--- config.mk ---
export PLATFORM = sky130hd
export DESIGN_NAME = nearest_centroid_classifier
export DESIGN_NICKNAME = d
export VERILOG_FILES = /design/src/rtl/ncc_pkg.sv /design/src/rtl/ncc_lane.sv /design/src/rtl/ncc_merge.sv /design/src/rtl/nearest_centroid_classifier.sv
export VERILOG_INCLUDE_DIRS = /design/src /design/src/rtl
export SDC_FILE = /design/constraint.sdc
export NUM_CORES = 2
export LEC_CHECK = 0
export BUFFER_PORTS_ARGS = -buffer_cell sky130_fd_sc_hd__buf_2
export CAP_MARGIN = 20
export CORE_MARGIN = 2
export CORE_UTILIZATION = 46
export CTS_BUF_LIST = sky130_fd_sc_hd__clkbuf_2
export DETAILED_ROUTE_END_ITERATION = 7
export MAX_ROUTING_LAYER = met4
export PLACE_DENSITY_LB_ADDON = 0.08
export SLEW_MARGIN = 25
export SYNTH_ARGS = -nofsm -noshare
export SYNTH_HDL_FRONTEND = slang
export SYNTH_SLANG_ARGS = --single-unit
export TNS_END_PERCENT = 1
--- constraint.sdc ---
create_clock -name clock -period 12.25 [get_ports clock]
set_input_delay 1.225 -clock clock [delete_from_list [all_inputs] [get_ports clock]]
set_output_delay 1.225 -clock clock [all_outputs]
set_load 0.005 [all_outputs]
--- src/rtl/nearest_centroid_classifier_defines.svh ---
// Assertion macros used by the nearest centroid classifier top level.
// Depends on nothing; the asserting modules provide clock and reset.
`ifndef NEAREST_CENTROID_CLASSIFIER_DEFINES_SVH
`define NEAREST_CENTROID_CLASSIFIER_DEFINES_SVH
`ifndef SYNTH
`define NCC_ASSERT(lbl, prop) \
   lbl: assert property (@(posedge clock) disable iff (reset) (prop)) \
      else $error("assertion failed");
`define NCC_ASSERT_IMPL(lbl, ante, cons) \
   lbl: assert property (@(posedge clock) disable iff (reset) (ante) |-> (cons)) \
      else $error("assertion failed");
`define NCC_ASSERT_NEXT(lbl, ante, cons) \
   lbl: assert property (@(posedge clock) disable iff (reset) (ante) |=> (cons)) \
      else $error("assertion failed");
`else
`define NCC_ASSERT(lbl, prop)
`define NCC_ASSERT_IMPL(lbl, ante, cons)
`define NCC_ASSERT_NEXT(lbl, ante, cons)
`endif
`endif

--- src/rtl/ncc_pkg.sv ---
// Types and constants of the nearest centroid classifier.
// Used by the lane, the merge stage and the top level; depends on nothing.
package ncc_pkg;

   localparam int COORD_W     = 16;
   localparam int MAX_DIMS    = 4;
   localparam int CLUSTER_W   = 4;
   localparam int DIST_W      = 34;
   localparam int SQ_W        = 32;
   localparam int CFG_W       = 5;
   localparam int REQ_TDATA_W = 72;
   localparam int RSP_TDATA_W = 40;

   localparam logic CMD_WRITE    = 1'b0;
   localparam logic CMD_CLASSIFY = 1'b1;

   typedef struct packed {
      logic                 valid;
      logic                 last;
      logic [CLUSTER_W-1:0] index;
   } tag_type;

   typedef struct packed {
      logic                 valid;
      logic [CLUSTER_W-1:0] index;
      logic [DIST_W-1:0]    distance;
   } result_type;

endpackage

--- src/rtl/ncc_lane.sv ---
// One coordinate lane: difference and square of observation and centroid.
// Depends on ncc_pkg; two register stages.
module ncc_lane
   import ncc_pkg::*;
(
   input  logic                      clock,
   input  logic signed [COORD_W-1:0] obs_coord,
   input  logic signed [COORD_W-1:0] cen_coord,
   output logic        [SQ_W-1:0]    lane_sq
);

   logic signed [COORD_W:0]     diff_ff;
   logic signed [COORD_W:0]     diff_in;
   logic        [SQ_W-1:0]      sq_ff;
   logic        [SQ_W-1:0]      sq_in;
   logic signed [2*COORD_W+1:0] prod;

   always_comb begin
      diff_in = {obs_coord[COORD_W-1], obs_coord} - {cen_coord[COORD_W-1], cen_coord};
      prod    = diff_ff * diff_ff;
      sq_in   = prod[SQ_W-1:0];
   end

   always_ff @(posedge clock) begin
      diff_ff <= diff_in;
      sq_ff   <= sq_in;
   end

   assign lane_sq = sq_ff;

endmodule

--- src/rtl/ncc_merge.sv ---
// Merge stage: adds the lane squares and keeps the running minimum.
// Depends on ncc_pkg; fed by the ncc_lane instances and the tag pipeline.
module ncc_merge
   import ncc_pkg::*;
#(
   parameter int DIMS = 4
) (
   input  logic             clock,
   input  logic             reset,
   input  tag_type          tag,
   input  logic [SQ_W-1:0]  lane_sq [DIMS],
   output result_type       result
);

   logic [DIST_W-1:0]    sum_in;
   logic [DIST_W-1:0]    sum_ff;
   tag_type              tag_ff;
   logic [DIST_W-1:0]    best_ff;
   logic [DIST_W-1:0]    best_in;
   logic [CLUSTER_W-1:0] best_idx_ff;
   logic [CLUSTER_W-1:0] best_idx_in;
   logic                 take;
   result_type           res_ff;
   result_type           res_in;

   always_comb begin
      sum_in = '0;
      for (int i = 0; i < DIMS; i++) begin
         sum_in = sum_in + DIST_W'(lane_sq[i]);
      end
   end

   always_comb begin
      take        = (tag_ff.index == '0) || (sum_ff < best_ff);
      best_in     = take ? sum_ff : best_ff;
      best_idx_in = take ? tag_ff.index : best_idx_ff;
      res_in.valid    = tag_ff.valid && tag_ff.last;
      res_in.index    = best_idx_in;
      res_in.distance = best_in;
   end

   always_ff @(posedge clock) begin
      sum_ff <= sum_in;
      if (tag_ff.valid) begin
         best_ff     <= best_in;
         best_idx_ff <= best_idx_in;
      end
   end

   always_ff @(posedge clock) begin
      if (reset) begin
         tag_ff <= '0;
         res_ff <= '0;
      end else begin
         tag_ff <= tag;
         res_ff <= res_in;
      end
   end

   assign result = res_ff;

endmodule

--- src/rtl/nearest_centroid_classifier.sv ---
// Channel  Group              Payload
// req      req_tvalid/tready  tdata: cluster_index, coord_0..coord_3; tuser: command
// rsp      rsp_tvalid/tready  tdata: nearest_cluster, min_distance; tuser: is_classification
// csr      csr_wr_en          csr_wr_data: clusters_in_use
//
// A write is answered with an acknowledge; a classify steps through the clusters in use,
// with one centroid read per cycle from the centroid store.
// One item is in work at a time; a finished result may wait in the output register
// while the next item runs, and one more waits in a holding register.
// Reset clears control state only; the centroid store has no reset and no clearing pass.
// Top level of the nearest centroid classifier; uses ncc_pkg, ncc_lane and ncc_merge.
`include "nearest_centroid_classifier_defines.svh"
module nearest_centroid_classifier
   import ncc_pkg::*;
#(
   parameter int NUM_CLUSTERS = 16,
   parameter int DIMS         = 4
) (
   input  logic                   clock,
   input  logic                   reset,
   input  logic                   req_tvalid,
   output logic                   req_tready,
   // cluster_index [3:0], coord_0 [19:4], coord_1 [35:20], coord_2 [51:36],
   // coord_3 [67:52], zero fill [71:68]
   input  logic [REQ_TDATA_W-1:0] req_tdata,
   // command
   input  logic                   req_tuser,
   output logic                   rsp_tvalid,
   input  logic                   rsp_tready,
   // nearest_cluster [3:0], min_distance [37:4], zero fill [39:38]
   output logic [RSP_TDATA_W-1:0] rsp_tdata,
   // is_classification
   output logic                   rsp_tuser,
   input  logic                   csr_wr_en,
   input  logic [CFG_W-1:0]       csr_wr_data
);

   localparam int IDX_W = (NUM_CLUSTERS > 1) ? $clog2(NUM_CLUSTERS) : 1;
   localparam int WORD_W = MAX_DIMS * COORD_W;

   localparam logic [1:0] ST_IDLE  = 2'd0;
   localparam logic [1:0] ST_RUN   = 2'd1;
   localparam logic [1:0] ST_DRAIN = 2'd2;

   logic [WORD_W-1:0]    store [NUM_CLUSTERS];
   logic [CFG_W-1:0]     cfg_count_ff;
   logic [CFG_W-1:0]     eff_count;
   logic [CFG_W-1:0]     last_idx;
   logic [1:0]           state_ff;
   logic [1:0]           state_in;
   logic [IDX_W-1:0]     cnt_ff;
   logic [IDX_W-1:0]     cnt_in;
   logic [WORD_W-1:0]    obs_ff;
   logic [WORD_W-1:0]    rd_data_ff;
   tag_type              issue_tag;
   tag_type              rd_tag_ff;
   tag_type              tag_d1_ff;
   tag_type              tag_d2_ff;
   result_type           merge_res;
   result_type           pend_ff;
   result_type           pend_in;
   logic                 pend_is_class_ff;
   logic                 pend_is_class_in;
   logic                 rsp_valid_ff;
   logic                 rsp_user_ff;
   logic [RSP_TDATA_W-1:0] rsp_data_ff;
   logic                 req_xfer;
   logic                 rsp_load;
   logic                 slot_ok;
   logic [WORD_W-1:0]    req_word;
   logic [SQ_W-1:0]      lane_sq [DIMS];

   assign req_word   = req_tdata[CLUSTER_W +: WORD_W];
   assign req_tready = (state_ff == ST_IDLE) && !pend_ff.valid;
   assign req_xfer   = req_tvalid && req_tready;
   assign slot_ok    = {1'b0, req_tdata[CLUSTER_W-1:0]} < CFG_W'(NUM_CLUSTERS);
   assign rsp_load   = pend_ff.valid && (!rsp_valid_ff || rsp_tready);

   always_comb begin
      if (cfg_count_ff == '0) begin
         eff_count = CFG_W'(1);
      end else if (cfg_count_ff > CFG_W'(NUM_CLUSTERS)) begin
         eff_count = CFG_W'(NUM_CLUSTERS);
      end else begin
         eff_count = cfg_count_ff;
      end
      last_idx = eff_count - CFG_W'(1);
   end

   always_comb begin
      issue_tag.valid = (state_ff == ST_RUN);
      issue_tag.last  = (cnt_ff == last_idx[IDX_W-1:0]);
      issue_tag.index = CLUSTER_W'(cnt_ff);
   end

   always_comb begin
      state_in         = state_ff;
      cnt_in           = cnt_ff;
      pend_in          = pend_ff;
      pend_is_class_in = pend_is_class_ff;
      if (rsp_load) begin
         pend_in.valid = 1'b0;
      end
      unique case (state_ff)
         ST_IDLE: begin
            cnt_in = '0;
            if (req_xfer) begin
               if (req_tuser == CMD_CLASSIFY) begin
                  state_in = ST_RUN;
               end else begin
                  pend_in.valid    = 1'b1;
                  pend_in.index    = '0;
                  pend_in.distance = '0;
                  pend_is_class_in = 1'b0;
               end
            end
         end
         ST_RUN: begin
            cnt_in = cnt_ff + IDX_W'(1);
            if (issue_tag.last) begin
               state_in = ST_DRAIN;
            end
         end
         ST_DRAIN: begin
            if (merge_res.valid) begin
               pend_in          = merge_res;
               pend_is_class_in = 1'b1;
               state_in         = ST_IDLE;
            end
         end
         default: begin
            state_in = ST_IDLE;
         end
      endcase
   end

   always_ff @(posedge clock) begin
      if (req_xfer && (req_tuser == CMD_WRITE) && slot_ok) begin
         store[req_tdata[IDX_W-1:0]] <= req_word;
      end
      rd_data_ff <= store[cnt_ff];
   end

   always_ff @(posedge clock) begin
      if (req_xfer) begin
         obs_ff <= req_word;
      end
      cnt_ff           <= cnt_in;
      pend_is_class_ff <= pend_is_class_in;
      if (rsp_load) begin
         rsp_user_ff <= pend_is_class_ff;
         rsp_data_ff <= RSP_TDATA_W'({pend_ff.distance, pend_ff.index});
      end
   end

   always_ff @(posedge clock) begin
      if (reset) begin
         state_ff      <= ST_IDLE;
         cfg_count_ff  <= CFG_W'(16);
         rd_tag_ff     <= '0;
         tag_d1_ff     <= '0;
         tag_d2_ff     <= '0;
         pend_ff       <= '0;
         rsp_valid_ff  <= 1'b0;
      end else begin
         state_ff      <= state_in;
         if (csr_wr_en) begin
            cfg_count_ff <= csr_wr_data;
         end
         rd_tag_ff     <= issue_tag;
         tag_d1_ff     <= rd_tag_ff;
         tag_d2_ff     <= tag_d1_ff;
         pend_ff       <= pend_in;
         if (rsp_load) begin
            rsp_valid_ff <= 1'b1;
         end else if (rsp_tready) begin
            rsp_valid_ff <= 1'b0;
         end
      end
   end

   for (genvar d = 0; d < DIMS; d++) begin : g_lane
      ncc_lane u_lane (
         .clock     (clock),
         .obs_coord (obs_ff[d*COORD_W +: COORD_W]),
         .cen_coord (rd_data_ff[d*COORD_W +: COORD_W]),
         .lane_sq   (lane_sq[d])
      );
   end

   ncc_merge #(
      .DIMS (DIMS)
   ) u_merge (
      .clock   (clock),
      .reset   (reset),
      .tag     (tag_d2_ff),
      .lane_sq (lane_sq),
      .result  (merge_res)
   );

   assign rsp_tvalid = rsp_valid_ff;
   assign rsp_tuser  = rsp_user_ff;
   assign rsp_tdata  = rsp_data_ff;

   `NCC_ASSERT_IMPL(a_merge_only_in_drain, merge_res.valid, state_ff == ST_DRAIN)
   `NCC_ASSERT_NEXT(a_pend_held, pend_ff.valid && !rsp_load, pend_ff.valid)
   `NCC_ASSERT_IMPL(a_ack_zero, rsp_tvalid && !rsp_tuser, rsp_tdata == '0)
   `NCC_ASSERT_IMPL(a_class_in_range, rsp_tvalid && rsp_tuser,
                    {1'b0, rsp_tdata[CLUSTER_W-1:0]} < eff_count)

endmodule

==> impl_metrics.ini <==
[outcome]
status = finished clean

[synthesis]
yosysUniqueCellTypes = 71
synth_seq_area_share = 0.4416
synthArstFlopShare = 0
synth_seq_cells = 1570
synth-compound-area-share = 0.03721
synth_top_flop_cell = edfxtp_1
synth-simple-area-share = 0.06293
synth_cells = 7476
synthesis.area_um2 = 97690
synth_top_family_by_area = adder cells
synthMuxAreaShare = 0.08238
synthXorXnorAreaFrac = 0.02564
avgSynthCellArea_um2 = 13.07
synth_fa_ha_area_frac = 0.2814
ys_warn_count = 0
synth_edf_count = 1170

[global_route]
grt_max_degree = 130
grt_first_pass_wirelength_mm = 357.6
grt_overflow = 0
grt_pass1_vias = 61600
grt_antenna_before_repair = 26
gr-usage-all-layers = 0.2241

[cts]
root_buffer = clkbuf_2
ctsHoldBuffers = 132
cts_tree = done
cts_resized = 0
cts_buffers = 421
clk_pin_slew_ns = 0.11
clock-sinks = 1570
cts_setup_buffers = 0
clkLatencyLatePin_ns = 1.93
cts_max_path_buffers = 4
cts-htree-levels = 5

[place]
gp_congestion = 0.8518
place_area_um2 = 101900
port_buffers = 119
dpl.hpwl_mm = 155.2

[route]
ant_nets = 0
num_vias = 56750
drc_errors = 0
routed_wl_mm = 228.0
wl_per_cell_um = 20.31
vias_per_cell = 5.055
drtPass1Iterations = 5
drtIter0Drc = 3348

[timing]
maxSlewViolCount = 0
hold_viol = 0
finalCriticalPeriod_ns = 7.149
skew_ns = 0.2339
finalSetupViolCount = 0
relSlewSlack = 0.1492
layout_worst_path_cycle_share = 0.5836
rsz0062_at_grt = no
worstMarginPinSlew_ns = 1.276
tns_ns = 0
max_freq_ghz = 0.1399
hold_ws_ns = 0.2942

[cells_and_area]
stdcell_area_um2 = 107100
utilization = 0.5061
drive_gt1_frac = 0.1542
final_cell_mix = 1582 x inv_1, 1170 x edfxtp_1, 1058 x fa_1
num-fill-cells = 18820
nNetsFinal = 9690
area_growth_pct = 9.658
final_common_cell = inv_1

[critical_path]
critPathCaptureType = register
crit_path_max_fanout = 18
critPathArrivalTime_ns = 8.92
path_class = register to register
start_kind = register
crit_required_ns = 14.02

[floorplanning]
die_y_um = 464.8
start_util = 0.4615
pin_count = 126
core_region_area_um2 = 211700
die_w_um = 464.8
dieArea_um2 = 216100
row_count = 169

[job]
timing.max_cap.violations = 0

[hold_path]
hold_path.class = input pin to register
==> Yosys cell counts, drive strengths merged, types with 80 or more instances <==
master  count  area share
nor2      229      0.0088
fa       1058        0.22
a21oi     195       0.010
xnor2     218       0.020
a21o       80      0.0061
clkbuf    163      0.0063
nor2b     104      0.0067
edfxtp   1170        0.36
dfxtp     400       0.082
o21ai     105      0.0054
inv      1583       0.061
nand2     514       0.020
and2      209       0.013
ha        504       0.065
mux4      320       0.074
==> state kept, by name, summed over array words and instances (netlist names) <==
signal	flops
store	1024
u_merge.sum_ff	34
g_lane.u_lane.lane_sq	124
rsp_tvalid	1
u_merge.result	39
cnt_ff	4
u_merge.best_idx_ff	4
tag_d1_ff	6
state_ff	2
pend_is_class_ff	1
u_merge.best_ff	34
u_merge.tag_ff	6
rd_data_ff	64
pend_ff	39
obs_ff	64
tag_d2_ff	6
rd_tag_ff	6
cfg_count_ff	5
g_lane.u_lane.diff_ff	68
rsp_tdata	38
rsp_tuser	1
==> cell families after synthesis <==
family                   Yosys count
other                              2
AO/OA/AOI/OAI                    569
AND/OR/NAND/NOR                 1303
flip-flops                      1570
adder cells (fa/ha/maj)         1562
multiplexers                     399
XOR/XNOR                         286
buffers and inverters           1785
==> worst max-delay path: stages, from the launching register on <==
cell and delay (ns):
dfxtp_1 1.00, nand2_1 0.18, fa_1 0.61, inv_1 0.07
fa_1 0.50, inv_1 0.06, fa_1 0.53, inv_1 0.05
fa_1 0.44, fa_1 0.49, inv_1 0.05, fa_1 0.48
inv_1 0.05, ha_1 0.34, and3_1 0.19, and2_1 0.17
a221o_1 0.29, a21o_1 0.25, a221o_1 0.46, a41o_1 0.31
nor3_2 0.15, o21bai_1 0.13, a21oi_2 0.15, xnor2_1 0.12
==> cell type report <==
cell class                 instances  area (µm²)  area share
timing repair buffer             345        2685     0.02507
inverter                        1584        5946     0.05550
sequential                      1570       43140      0.4027
clock inverter                   127       603.1    0.005630
tap                             2821        3530     0.03295
antenna                           20       50.05   0.0004672
multi-input combinational       4123       47980      0.4479
clock buffer                     637        3188     0.02976
==> worst paths after layout <==
path / start / to / slack [ns] / cells after the start
min reg2reg: pend_ff[10]$_SDFFE_PP0P_ / rsp_tdata[14]$_DFFE_PP_ / 0.34 / 0
min: req_tdata[62] / store[1][58]$_DFFE_PP_ / 0.29 / 2
max: g_lane[0].u_lane.diff_ff[7]$_DFF_P_ / g_lane[0].u_lane.lane_sq[31]$_DFF_P_ / 5.10 / 23
max reg2reg: g_lane[0].u_lane.diff_ff[7]$_DFF_P_ / g_lane[0].u_lane.lane_sq[31]$_DFF_P_ / 5.10 / 23
==> per-stage QoR <==
step	std cells	worst slack, ns
6_report	11230	5.101
5_1_grt	11220	4.697
4_1_cts	11210	5.064
3_5_place_dp	10310	5.148
3_3_place_gp	10310	5.144
2_1_floorplan	7478	3.886
==> per-layer routing <==
layer	vias up	wire length, µm	track usage
li1	26070	-	-
met5	-	0	-
met4	0	4954	0.05898
met2	1177	113400	0.3686
met3	314	10460	0.03628
met1	29200	99170	0.2901
Power is left out: the tool's default activity adds up to more than one toggle a clock period on the data nets, which glitch-free logic cannot reach.
